## src/hw/rtl/saio_pkg.sv

```systemverilog
// Shared types and constants for the sample auxiliary information offsets box parser.
package saio_pkg;

  typedef enum logic [2:0] {
    KIND_HEADER    = 3'd0,
    KIND_AUX_TYPE  = 3'd1,
    KIND_AUX_PARAM = 3'd2,
    KIND_COUNT     = 3'd3,
    KIND_OFFSET    = 3'd4,
    KIND_DONE      = 3'd5,
    KIND_TRUNCATED = 3'd6
  } kind_t;

  localparam logic [23:0] AuxPresentMask = 24'h000001;

  typedef struct packed {
    kind_t       kind;
    logic [63:0] value;
    logic [31:0] index;
    logic [31:0] used;
    logic        finished;
  } result_t;

endpackage

```

## src/hw/rtl/saio_parser_core.sv

```systemverilog
// Parse state registers and the per-byte field assembly and phase logic.
module saio_parser_core import saio_pkg::*; #(
  parameter int COUNT_BITS = 32
) (
  input  logic        clk,
  input  logic        rst,
  input  logic        accept,
  input  logic [7:0]  data_byte,
  input  logic        end_of_box,
  output logic        res_valid,
  output result_t     res
);

  typedef enum logic [5:0] {
    PH_HEADER    = 6'b000001,
    PH_AUX_TYPE  = 6'b000010,
    PH_AUX_PARAM = 6'b000100,
    PH_COUNT     = 6'b001000,
    PH_OFFSETS   = 6'b010000,
    PH_TRAILING  = 6'b100000
  } phase_t;

  localparam logic [32:0] CountMax = (33'd1 << COUNT_BITS) - 33'd1;

  phase_t                phase, phase_next;
  logic [2:0]            byte_count, byte_count_next;
  logic [63:0]           accum, accum_next;
  logic [7:0]            version, version_next;
  logic [COUNT_BITS-1:0] entries_total, entries_total_next;
  logic [COUNT_BITS-1:0] entries_seen, entries_seen_next;
  logic [31:0]           consumed, consumed_next;

  logic [63:0]           accum_shift;
  logic [31:0]           consumed_inc;
  logic [2:0]            last_byte;
  logic [31:0]           count_field;
  logic [COUNT_BITS-1:0] count_sat;
  logic [COUNT_BITS-1:0] seen_inc;
  phase_t                field_phase;
  kind_t                 field_kind;
  logic [31:0]           field_index;

  always_comb begin
    accum_shift  = {accum[55:0], data_byte};
    consumed_inc = (consumed == 32'hFFFF_FFFF) ? consumed : consumed + 32'd1;
    last_byte    = (phase == PH_OFFSETS && version != 8'd0) ? 3'd7 : 3'd3;
    count_field  = accum_shift[31:0];
    count_sat    = ({1'b0, count_field} > CountMax) ? CountMax[COUNT_BITS-1:0]
                                                    : count_field[COUNT_BITS-1:0];
    seen_inc     = entries_seen + {{(COUNT_BITS-1){1'b0}}, 1'b1};

    phase_next         = phase;
    byte_count_next    = byte_count;
    accum_next         = accum;
    version_next       = version;
    entries_total_next = entries_total;
    entries_seen_next  = entries_seen;
    consumed_next      = consumed;
    field_phase        = phase;
    field_kind         = KIND_HEADER;
    field_index        = 32'd0;
    res_valid          = 1'b0;
    res                = '0;

    if (phase == PH_TRAILING) begin
      if (end_of_box) begin
        res_valid    = 1'b1;
        res.kind     = KIND_DONE;
        res.used     = consumed;
        res.finished = 1'b1;
      end
    end else if (byte_count != last_byte) begin
      byte_count_next = byte_count + 3'd1;
      accum_next      = accum_shift;
      consumed_next   = consumed_inc;
      if (end_of_box) begin
        res_valid    = 1'b1;
        res.kind     = KIND_TRUNCATED;
        res.used     = consumed_inc;
        res.finished = 1'b1;
      end
    end else begin
      byte_count_next = 3'd0;
      accum_next      = 64'd0;
      consumed_next   = consumed_inc;
      unique case (phase)
        PH_HEADER: begin
          version_next = accum_shift[31:24];
          field_kind   = KIND_HEADER;
          field_phase  = ((accum_shift[23:0] & AuxPresentMask) != 24'd0) ? PH_AUX_TYPE
                                                                         : PH_COUNT;
        end
        PH_AUX_TYPE: begin
          field_kind  = KIND_AUX_TYPE;
          field_phase = PH_AUX_PARAM;
        end
        PH_AUX_PARAM: begin
          field_kind  = KIND_AUX_PARAM;
          field_phase = PH_COUNT;
        end
        PH_COUNT: begin
          entries_total_next = count_sat;
          entries_seen_next  = '0;
          field_kind         = KIND_COUNT;
          field_phase        = (count_sat == '0) ? PH_TRAILING : PH_OFFSETS;
        end
        PH_OFFSETS: begin
          field_kind        = KIND_OFFSET;
          field_index       = 32'(entries_seen);
          entries_seen_next = seen_inc;
          field_phase       = (seen_inc >= entries_total || seen_inc == '0) ? PH_TRAILING
                                                                             : PH_OFFSETS;
        end
        default: begin
          field_phase = PH_HEADER;
        end
      endcase
      phase_next = field_phase;
      res_valid  = 1'b1;
      if (end_of_box && field_phase != PH_TRAILING) begin
        res.kind     = KIND_TRUNCATED;
        res.used     = consumed_inc;
        res.finished = 1'b1;
      end else begin
        res.kind     = field_kind;
        res.value    = accum_shift;
        res.index    = field_index;
        res.used     = end_of_box ? consumed_inc : 32'd0;
        res.finished = end_of_box;
      end
    end

    // The final byte of a box always returns the parser to its start state.
    if (end_of_box) begin
      phase_next         = PH_HEADER;
      byte_count_next    = 3'd0;
      accum_next         = 64'd0;
      version_next       = 8'd0;
      entries_total_next = '0;
      entries_seen_next  = '0;
      consumed_next      = 32'd0;
    end
  end

  always_ff @(posedge clk) begin
    if (rst) begin
      phase         <= PH_HEADER;
      byte_count    <= 3'd0;
      accum         <= 64'd0;
      version       <= 8'd0;
      entries_total <= '0;
      entries_seen  <= '0;
      consumed      <= 32'd0;
    end else if (accept) begin
      phase         <= phase_next;
      byte_count    <= byte_count_next;
      accum         <= accum_next;
      version       <= version_next;
      entries_total <= entries_total_next;
      entries_seen  <= entries_seen_next;
      consumed      <= consumed_next;
    end
  end

endmodule

```

## src/hw/rtl/saio_result_reg.sv

```systemverilog
// Output register that holds one result transaction until the receiver takes it.
module saio_result_reg import saio_pkg::*; (
  input  logic    clk,
  input  logic    rst,
  input  logic    load,
  input  result_t load_data,
  input  logic    out_stall,
  output logic    out_valid,
  output result_t out_data
);

  always_ff @(posedge clk) begin
    if (rst) begin
      out_valid <= 1'b0;
    end else if (load) begin
      out_valid <= 1'b1;
    end else if (!out_stall) begin
      out_valid <= 1'b0;
    end
  end

  always_ff @(posedge clk) begin
    if (load) begin
      out_data <= load_data;
    end
  end

endmodule

```

## src/hw/rtl/saio_box_stream_parser.sv

```systemverilog
// Top level of the streaming parser for sample auxiliary information offsets box payloads.
//
// The input channel carries one payload byte per transaction, with end_of_box set
// on the final byte of a box. The output channel carries at most one result per
// input byte: header, aux type, aux parameter, entry count, each offset, and a
// done or truncated record; the record for the final byte of a box has box_finished set.
// A result appears on the output in the cycle after the byte that completes it is
// accepted. Throughput: one byte per cycle when not stalled, set by the single parse
// stage that updates the field state and writes the output register in the same cycle.
// A new byte is accepted whenever the output register is empty or is being taken,
// so a stalled receiver holds the result and stalls the input side in turn.
// Reset returns the parser to the header phase and empties the output register.
// COUNT_BITS sets the width of the entry counters; larger counts saturate.
module saio_box_stream_parser import saio_pkg::*; #(
  parameter int COUNT_BITS = 32
) (
  input  logic        clk,
  input  logic        rst,
  input  logic        in_valid,
  output logic        in_stall,
  input  logic [7:0]  data_byte,
  input  logic        end_of_box,
  output logic        out_valid,
  input  logic        out_stall,
  output logic [2:0]  record_kind,
  output logic [63:0] field_value,
  output logic [31:0] entry_index,
  output logic [31:0] bytes_used,
  output logic        box_finished
);

  logic    accept;
  logic    res_valid;
  result_t res;
  result_t out_data;

  assign in_stall = out_valid & out_stall;
  assign accept   = in_valid & ~in_stall;

  saio_parser_core #(
    .COUNT_BITS(COUNT_BITS)
  ) u_core (
    .clk       (clk),
    .rst       (rst),
    .accept    (accept),
    .data_byte (data_byte),
    .end_of_box(end_of_box),
    .res_valid (res_valid),
    .res       (res)
  );

  saio_result_reg u_out (
    .clk      (clk),
    .rst      (rst),
    .load     (accept & res_valid),
    .load_data(res),
    .out_stall(out_stall),
    .out_valid(out_valid),
    .out_data (out_data)
  );

  assign record_kind  = out_data.kind;
  assign field_value  = out_data.value;
  assign entry_index  = out_data.index;
  assign bytes_used   = out_data.used;
  assign box_finished = out_data.finished;

endmodule
```

## config.mk

```make
export PLATFORM = sky130hd
export DESIGN_NAME = saio_box_stream_parser
export DESIGN_NICKNAME = d
export VERILOG_FILES = /design/src/hw/rtl/saio_pkg.sv /design/src/hw/rtl/saio_parser_core.sv /design/src/hw/rtl/saio_result_reg.sv /design/src/hw/rtl/saio_box_stream_parser.sv
export SDC_FILE = /design/constraint.sdc
export NUM_CORES = 1
export LEC_CHECK = 0
export BUFFER_PORTS_ARGS = -buffer_cell sky130_fd_sc_hd__buf_2
export CAP_MARGIN = 40
export CELL_PAD_IN_SITES_DETAIL_PLACEMENT = 1
export CELL_PAD_IN_SITES_GLOBAL_PLACEMENT = 1
export CORE_MARGIN = 3
export CORE_UTILIZATION = 40
export CTS_BUF_LIST = sky130_fd_sc_hd__clkbuf_4
export CTS_CLUSTER_DIAMETER = 150
export DETAILED_ROUTE_END_ITERATION = 12
export PLACE_DENSITY = 0.79
export SETUP_SLACK_MARGIN = 0.02
export SLEW_MARGIN = 15
export SYNTH_ARGS = -nofsm -noshare
export SYNTH_HDL_FRONTEND = slang
export SYNTH_SLANG_ARGS = --single-unit
```

## constraint.sdc

```tcl
create_clock -name clk -period 10 [get_ports clk]
set_input_delay 1.5 -clock clk [delete_from_list [all_inputs] [get_ports clk]]
set_output_delay 1.5 -clock clk [all_outputs]
set_load 0.03 [all_outputs]
```

Word-level counts from Yosys, hierarchy flattened --
Index checks and enable logic that the tools add are counted.
Word-level totals: input bits 13, flip-flop bits (word level) 302, word-level logic and storage cells 98
Operators by class: reductions and logical operators 16, eq/ne operators 12, bitwise gates (word level) 5, multiplexer cells 48, order comparisons 1, $add $sub $neg 3
Operator list (count):
- 32-bit two-way mux | 11
- 56-bit two-way mux | 3
- 33-bit two-way mux | 5
- 32-bit by 1-bit adder with 32-bit output (second input constant) | 2
- 32-bit zero test | 2
- 32-bit case mux with 2 select lines | 1
- 6-bit two-way mux | 7
- 32-bit equality test (second input constant) | 1
- 32-bit greater-or-equal comparator | 1
- 8-bit two-way mux | 4
- 6-bit case mux with 5 select lines | 1
- 3-bit two-way mux | 9
- 3-bit case mux with 4 select lines | 1
- 4-bit AND reduction | 3
- 8-bit nonzero test | 1
- 6-bit by 1-bit equality test with 1-bit output (second input constant) | 1
- 6-bit by 2-bit equality test with 1-bit output (second input constant) | 1
- 6-bit by 3-bit equality test with 1-bit output (second input constant) | 1
- 6-bit by 4-bit equality test with 1-bit output (second input constant) | 1
- 6-bit by 5-bit equality test with 1-bit output (second input constant) | 1
- 6-bit equality test (second input constant) | 1
- 6-bit inequality test (second input constant) | 1
- 1-bit two-way mux | 5
- 4-bit two-way mux | 1
- other kinds (14) | 20

Logic depth before layout (Yosys ltp) --
depth after elaboration 12, gate-level depth with buffers 17, depth with buffers taken out 15

Modules after synthesis --
From an unflattened synthesis, not the netlist that was laid out.
Second synthesis, totals: cell total of the unflattened synthesis 1595, area total of the unflattened synthesis 14410.1 um^2
By module, submodules not included:
- saio_parser_core | area an instance 10392.5 um^2, instances 1, cells an instance 1457
- saio_result_reg | area an instance 3992.6 um^2, instances 1, cells an instance 135
- saio_box_stream_parser | area an instance 25.0 um^2, instances 1, cells an instance 3

Worst setup path before layout --
OpenSTA, ideal clock, no wires.
path kind input to register, from input port out_stall, to register u_core.entries_seen[12], arrival 5.557 ns, stages on the path 7, slack 4.356 ns, setup time 0.087 ns, cells stage by stage nand2_1 -> and2_0 -> o21ai_1 -> inv_1 -> nand3_1 -> clkbuf_1 -> o31ai_1
Between the ends: cells in the longest elaborated chain, start to end 4
RTL lines:
- start: declaration | line saio_box_stream_parser.sv:24 | input logic out_stall,
- 1-bit AND | line saio_box_stream_parser.sv:37 | assign in_stall = out_valid & out_stall;
- 1-bit NOT | line saio_box_stream_parser.sv:38 | assign accept = in_valid & ~in_stall;
- 1-bit AND | line saio_box_stream_parser.sv:38
- 4-bit AND reduction (no line)
- end signal: assignment | line saio_parser_core.sv:160 | entries_seen <= entries_seen_next;
- end: declaration | line saio_parser_core.sv:30 | logic [COUNT_BITS-1:0] entries_seen, entries_seen_next;
Every way passes these cells. A chain may end at the register's enable or synchronous reset.

Worst setup path in the final report --
from register u_core.entries_seen[5], to register u_out.out_data[126] (netlist name)
Between the ends: cells in the longest elaborated chain, start to end 10, elaborated cells between the ends (all ways) 11, those cells by class add/sub (1); order compare (1); eq/ne (1); mux (4); reduce/logical (4)
RTL lines:
- 32-bit by 1-bit adder with 32-bit output (*) | line saio_parser_core.sv:50 | seen_inc = entries_seen + {{(COUNT_BITS-1){1'b0}}, 1'b1};
- 32-bit greater-or-equal comparator / 32-bit zero test (equally long branches) | line saio_parser_core.sv:111 | field_phase = (seen_inc >= entries_total || seen_inc == '0) ? PH_TRAILING
- 1-bit logical OR (*) | line saio_parser_core.sv:111
- 6-bit two-way mux (*) | line saio_parser_core.sv:111
- 6-bit case mux with 5 select lines (*) | line saio_parser_core.sv:86 | unique case (phase)
- 6-bit two-way mux (*) | line saio_parser_core.sv:72 | end else if (byte_count != last_byte) begin
- 6-bit two-way mux (*) | line saio_parser_core.sv:65 | if (phase == PH_TRAILING) begin
- 6-bit inequality test (*) | line saio_parser_core.sv:120 | if (end_of_box && field_phase != PH_TRAILING) begin
- 1-bit logical AND (*) | line saio_parser_core.sv:120
- 3-bit OR reduction (no line) (*)
Mark *: on every way between the ends. The rest lies on a longest branch, timed or not. The select of a mux whose other input is x is not followed.

==> metrics.md <==
| Metric | Value |
|---|---|
| Net switching power figure | 0.6748 mW |
| Highest Clock Rate | 0.2104 GHz |
| Via density | 5.598 |
| CTS buffer count | 84 |
| Slew Limit Fails | 0 |
| # DRC | 0 |
| Sequential power share | 49.8% |
| Comb power frac | 5.9% |
| Yosys cell types | 65 |
| Die area | 38880 µm² |
| Crit-path max FO | 64 |
| Worst slew margin | 38.70% |
| Total grt overflow | 0 |
| Mapped cell area | 14620 µm² |
| Mapped Nets | 1655 |
| Final setup TNS | 0 ns |
| Final critical-path share of the clock period | 47.52% |
| CTS resizes | 0 |
| EDFF count, synth | 132 |
| Clock period minus final worst setup slack | 4.752 ns |
| Most frequent cells in the layout | dfxtp_1, nor2_1, buf_2, nand2_1 |
| Hold Buf Count CTS | 0 |
| Max VDD drop | 0.08940 mV |
| Internal | 1.968 mW |
| Clk pwr share | 44.3% |
| Die width | 197.2 µm |
| Antenna Nets Post-Route | 0 |
| Vias in the first global route | 12970 |
| Actual slew at the worst max-slew pin | 0.9111 ns |
| Total clock sinks | 302 |
| Outcome | complete, no violations |
| Worst Hold Class | flop to flop |
| Antenna violations before repair | 1 |
| Top-Level Pins | 147 |
| Max Buffers Root-to-Sink | 3 |
| Worst skew pair latency | 0.76 ns |
| Sw Share | 25.53% |
| Detailed router's first-iteration violation count | 800 |
| Drt first pass iters | 5 |
| YS warnings | 0 |
| DP Wirelength | 27.84 mm |
| Startpoint Class | flop |
| Port Buffer Count | 146 |
| Pin count of the biggest net entering global routing | 78 |
| Crit Path Class | flop to flop |
| GRT Util Overall | 21.60% |
| Setup violators final | 0 |
| Chip Height | 197.2 µm |
| Mapped Cells | 1606 |
| Post-DP Area | 15660 µm² |
| Clock root buffer | clkbuf_4 |
| Final Skew | 0.04905 ns |
| Fin Hold WS | 0.4523 ns |
| Final hold violation count | 0 |
| Worst-path clk slew | 0.08 ns |
| Register bit total from synthesis | 302 |
| Routed wire length | 42.48 mm |
| Total Power | 2.643 mW |
| Critical path required time | 10.43 ns |
| Routed via count | 12620 |
| Synth Area per Inst | 9.103 µm² |
| Core ar. | 35830 µm² |
| Site row count | 69 |
| Leakage | 6.113 nW |
| Final #Nets | 1775 |
| Fin area | 16780 µm² |
| Top FF cell, synth | dfxtp_1 |
| Final GP Congestion | 0.8704 |
| Asr flop ratio synth | 0% |
| RSZ-0062 raised after global routing | no |
| Layout Area Growth over Synthesis | 14.76% |
| Max-Cap Viols | 0 |
| Finished Core Util | 46.83% |
| # Post-CTS Setup Buffers | 0 |
| Most common cell after layout, fill and taps aside | dfxtp_1 |
| CP Capture Type | flop |
| CTS H-tree depth | 3 |
| Post-DR wirelength/cell | 18.84 µm |
| Starting density of the core | 40.80% |
| Fraction of layout cells with a size suffix above 1 | 18.52% |
| TritonCTS clock tree | done |
| Post-synthesis sequential area ratio | 50.39% |
| Power density cells | 157.5 nW/µm² |
| Crit path DAT | 5.18 ns |
| First-pass GRT wire length | 68.41 mm |
per-layer routing:
layer | wire, µm | global-route usage [%] | share of wire (%)
met3 | 1746 | 4.008 | 4.1
met1 | 18590 | 27.25 | 44
met5 | 0 | 0 | 0
met4 | 928 | 7.577 | 2.2
met2 | 21210 | 37.30 | 50
cell usage after synthesis (11+ instances only):
cell / count / area (µm²)
dfxtp_1: 170 / 3403
nor2_1: 157 / 589.3
nand2_1: 144 / 540.5
edfxtp_1: 132 / 3964
clkbuf_1: 112 / 420.4
a21oi_1: 107 / 535.5
inv_1: 105 / 394.1
nand3_1: 94 / 470.5
a211oi_1: 64 / 480.5
a22oi_1: 61 / 457.9
o21ai_0: 54 / 270.3
and2_1: 38 / 237.7
xnor2_1: 38 / 332.8
ha_1: 36 / 450.4
nor3_1: 34 / 170.2
nand4_1: 28 / 175.2
xor2_1: 27 / 236.5
nor4_1: 20 / 125.1
buf_2: 17 / 85.08
o31ai_1: 15 / 112.6
a21o_1: 14 / 105.1
a31oi_1: 14 / 87.58
o21ai_1: 13 / 65.06
and3_1: 11 / 68.82
per-stage QoR:
step	setup WS, ns	cells
final	5.248	2255
after global placement	5.377	2094
after global routing	4.921	2255
after detailed placement	5.282	2101
after floorplan	4.356	1606
after CTS	5.260	2254
state kept, by name (all words and copies together), names as in the netlist:
name and count:
u_core.accum 56, u_core.byte_count 3, u_core.consumed 32, u_core.entries_seen 32, u_core.entries_total 32, u_core.phase 6, u_core.version 8, u_out.out_data 132
u_out.out_valid 1
area by class of cell:
type | count | area [µm²]
fillers | 4168 | 19050
flip-flops and latches | 302 | 7367
multi-input cells | 1061 | 6354
clock buffers | 132 | 991.0
repair buffers | 170 | 952.2
well taps | 461 | 576.8
inverters | 107 | 406.6
clock inverters | 21 | 127.6
diodes | 1 | 2.502
worst max-delay path: stages, from the launching register on:
cell      delay (ns)
dfxtp_1         0.51
nand4_2         0.24
or4_1           0.74
nor2_1          0.34
and3_1          0.30
nand3_1         0.12
xnor2_1         0.22
ha_1            0.28
a21o_1          0.16
a21oi_1         0.13
o21ai_0         0.12
inv_1           0.09
o211ai_1        0.17
o21ai_4         0.19
buf_4           0.59
a211oi_1        0.18
kinds of logic (layout without fill, tap and decap cells):
kind of cell               after synthesis  after routing  synth area share, %
other                                    0              1                    0
buffers and inverters                  243            430                6.462
and+or+nand+nor                        581            581                19.31
AOI/OAI and AO/OA                      374            374                16.52
xor gates and xnor gates                65             65                3.894
adders and majority gates               36             36                3.081
DFF                                    302            302                50.39
muxes                                    5              5               0.3424
power by group through the flow:
| stage | Clock, mW | Combinational [mW] | Sequential, mW |
|---|---|---|---|
| after detailed placement | 0 | 0.158 | 1.34 |
| after floorplan | 0 | 0.0685 | 1.38 |
| after global routing | 1.28 | 0.170 | 1.32 |
| final | 1.17 | 0.157 | 1.32 |
| after CTS | 1.21 | 0.158 | 1.32 |
| after global placement | 0 | 0.151 | 1.34 |
path summary, 6_finish.rpt:
check                                from  slack (ns)  cells after the start                      end
setup reg to reg   u_core.entries_seen[5]        5.25                     15      u_out.out_data[126]
hold / removal    u_core.entries_total[7]        0.45                      2  u_core.entries_total[7]
hold reg to reg   u_core.entries_total[7]        0.45                      2  u_core.entries_total[7]
setup / recovery   u_core.entries_seen[5]        5.25                     15      u_out.out_data[126]
(Power assumes the default switching activity.)
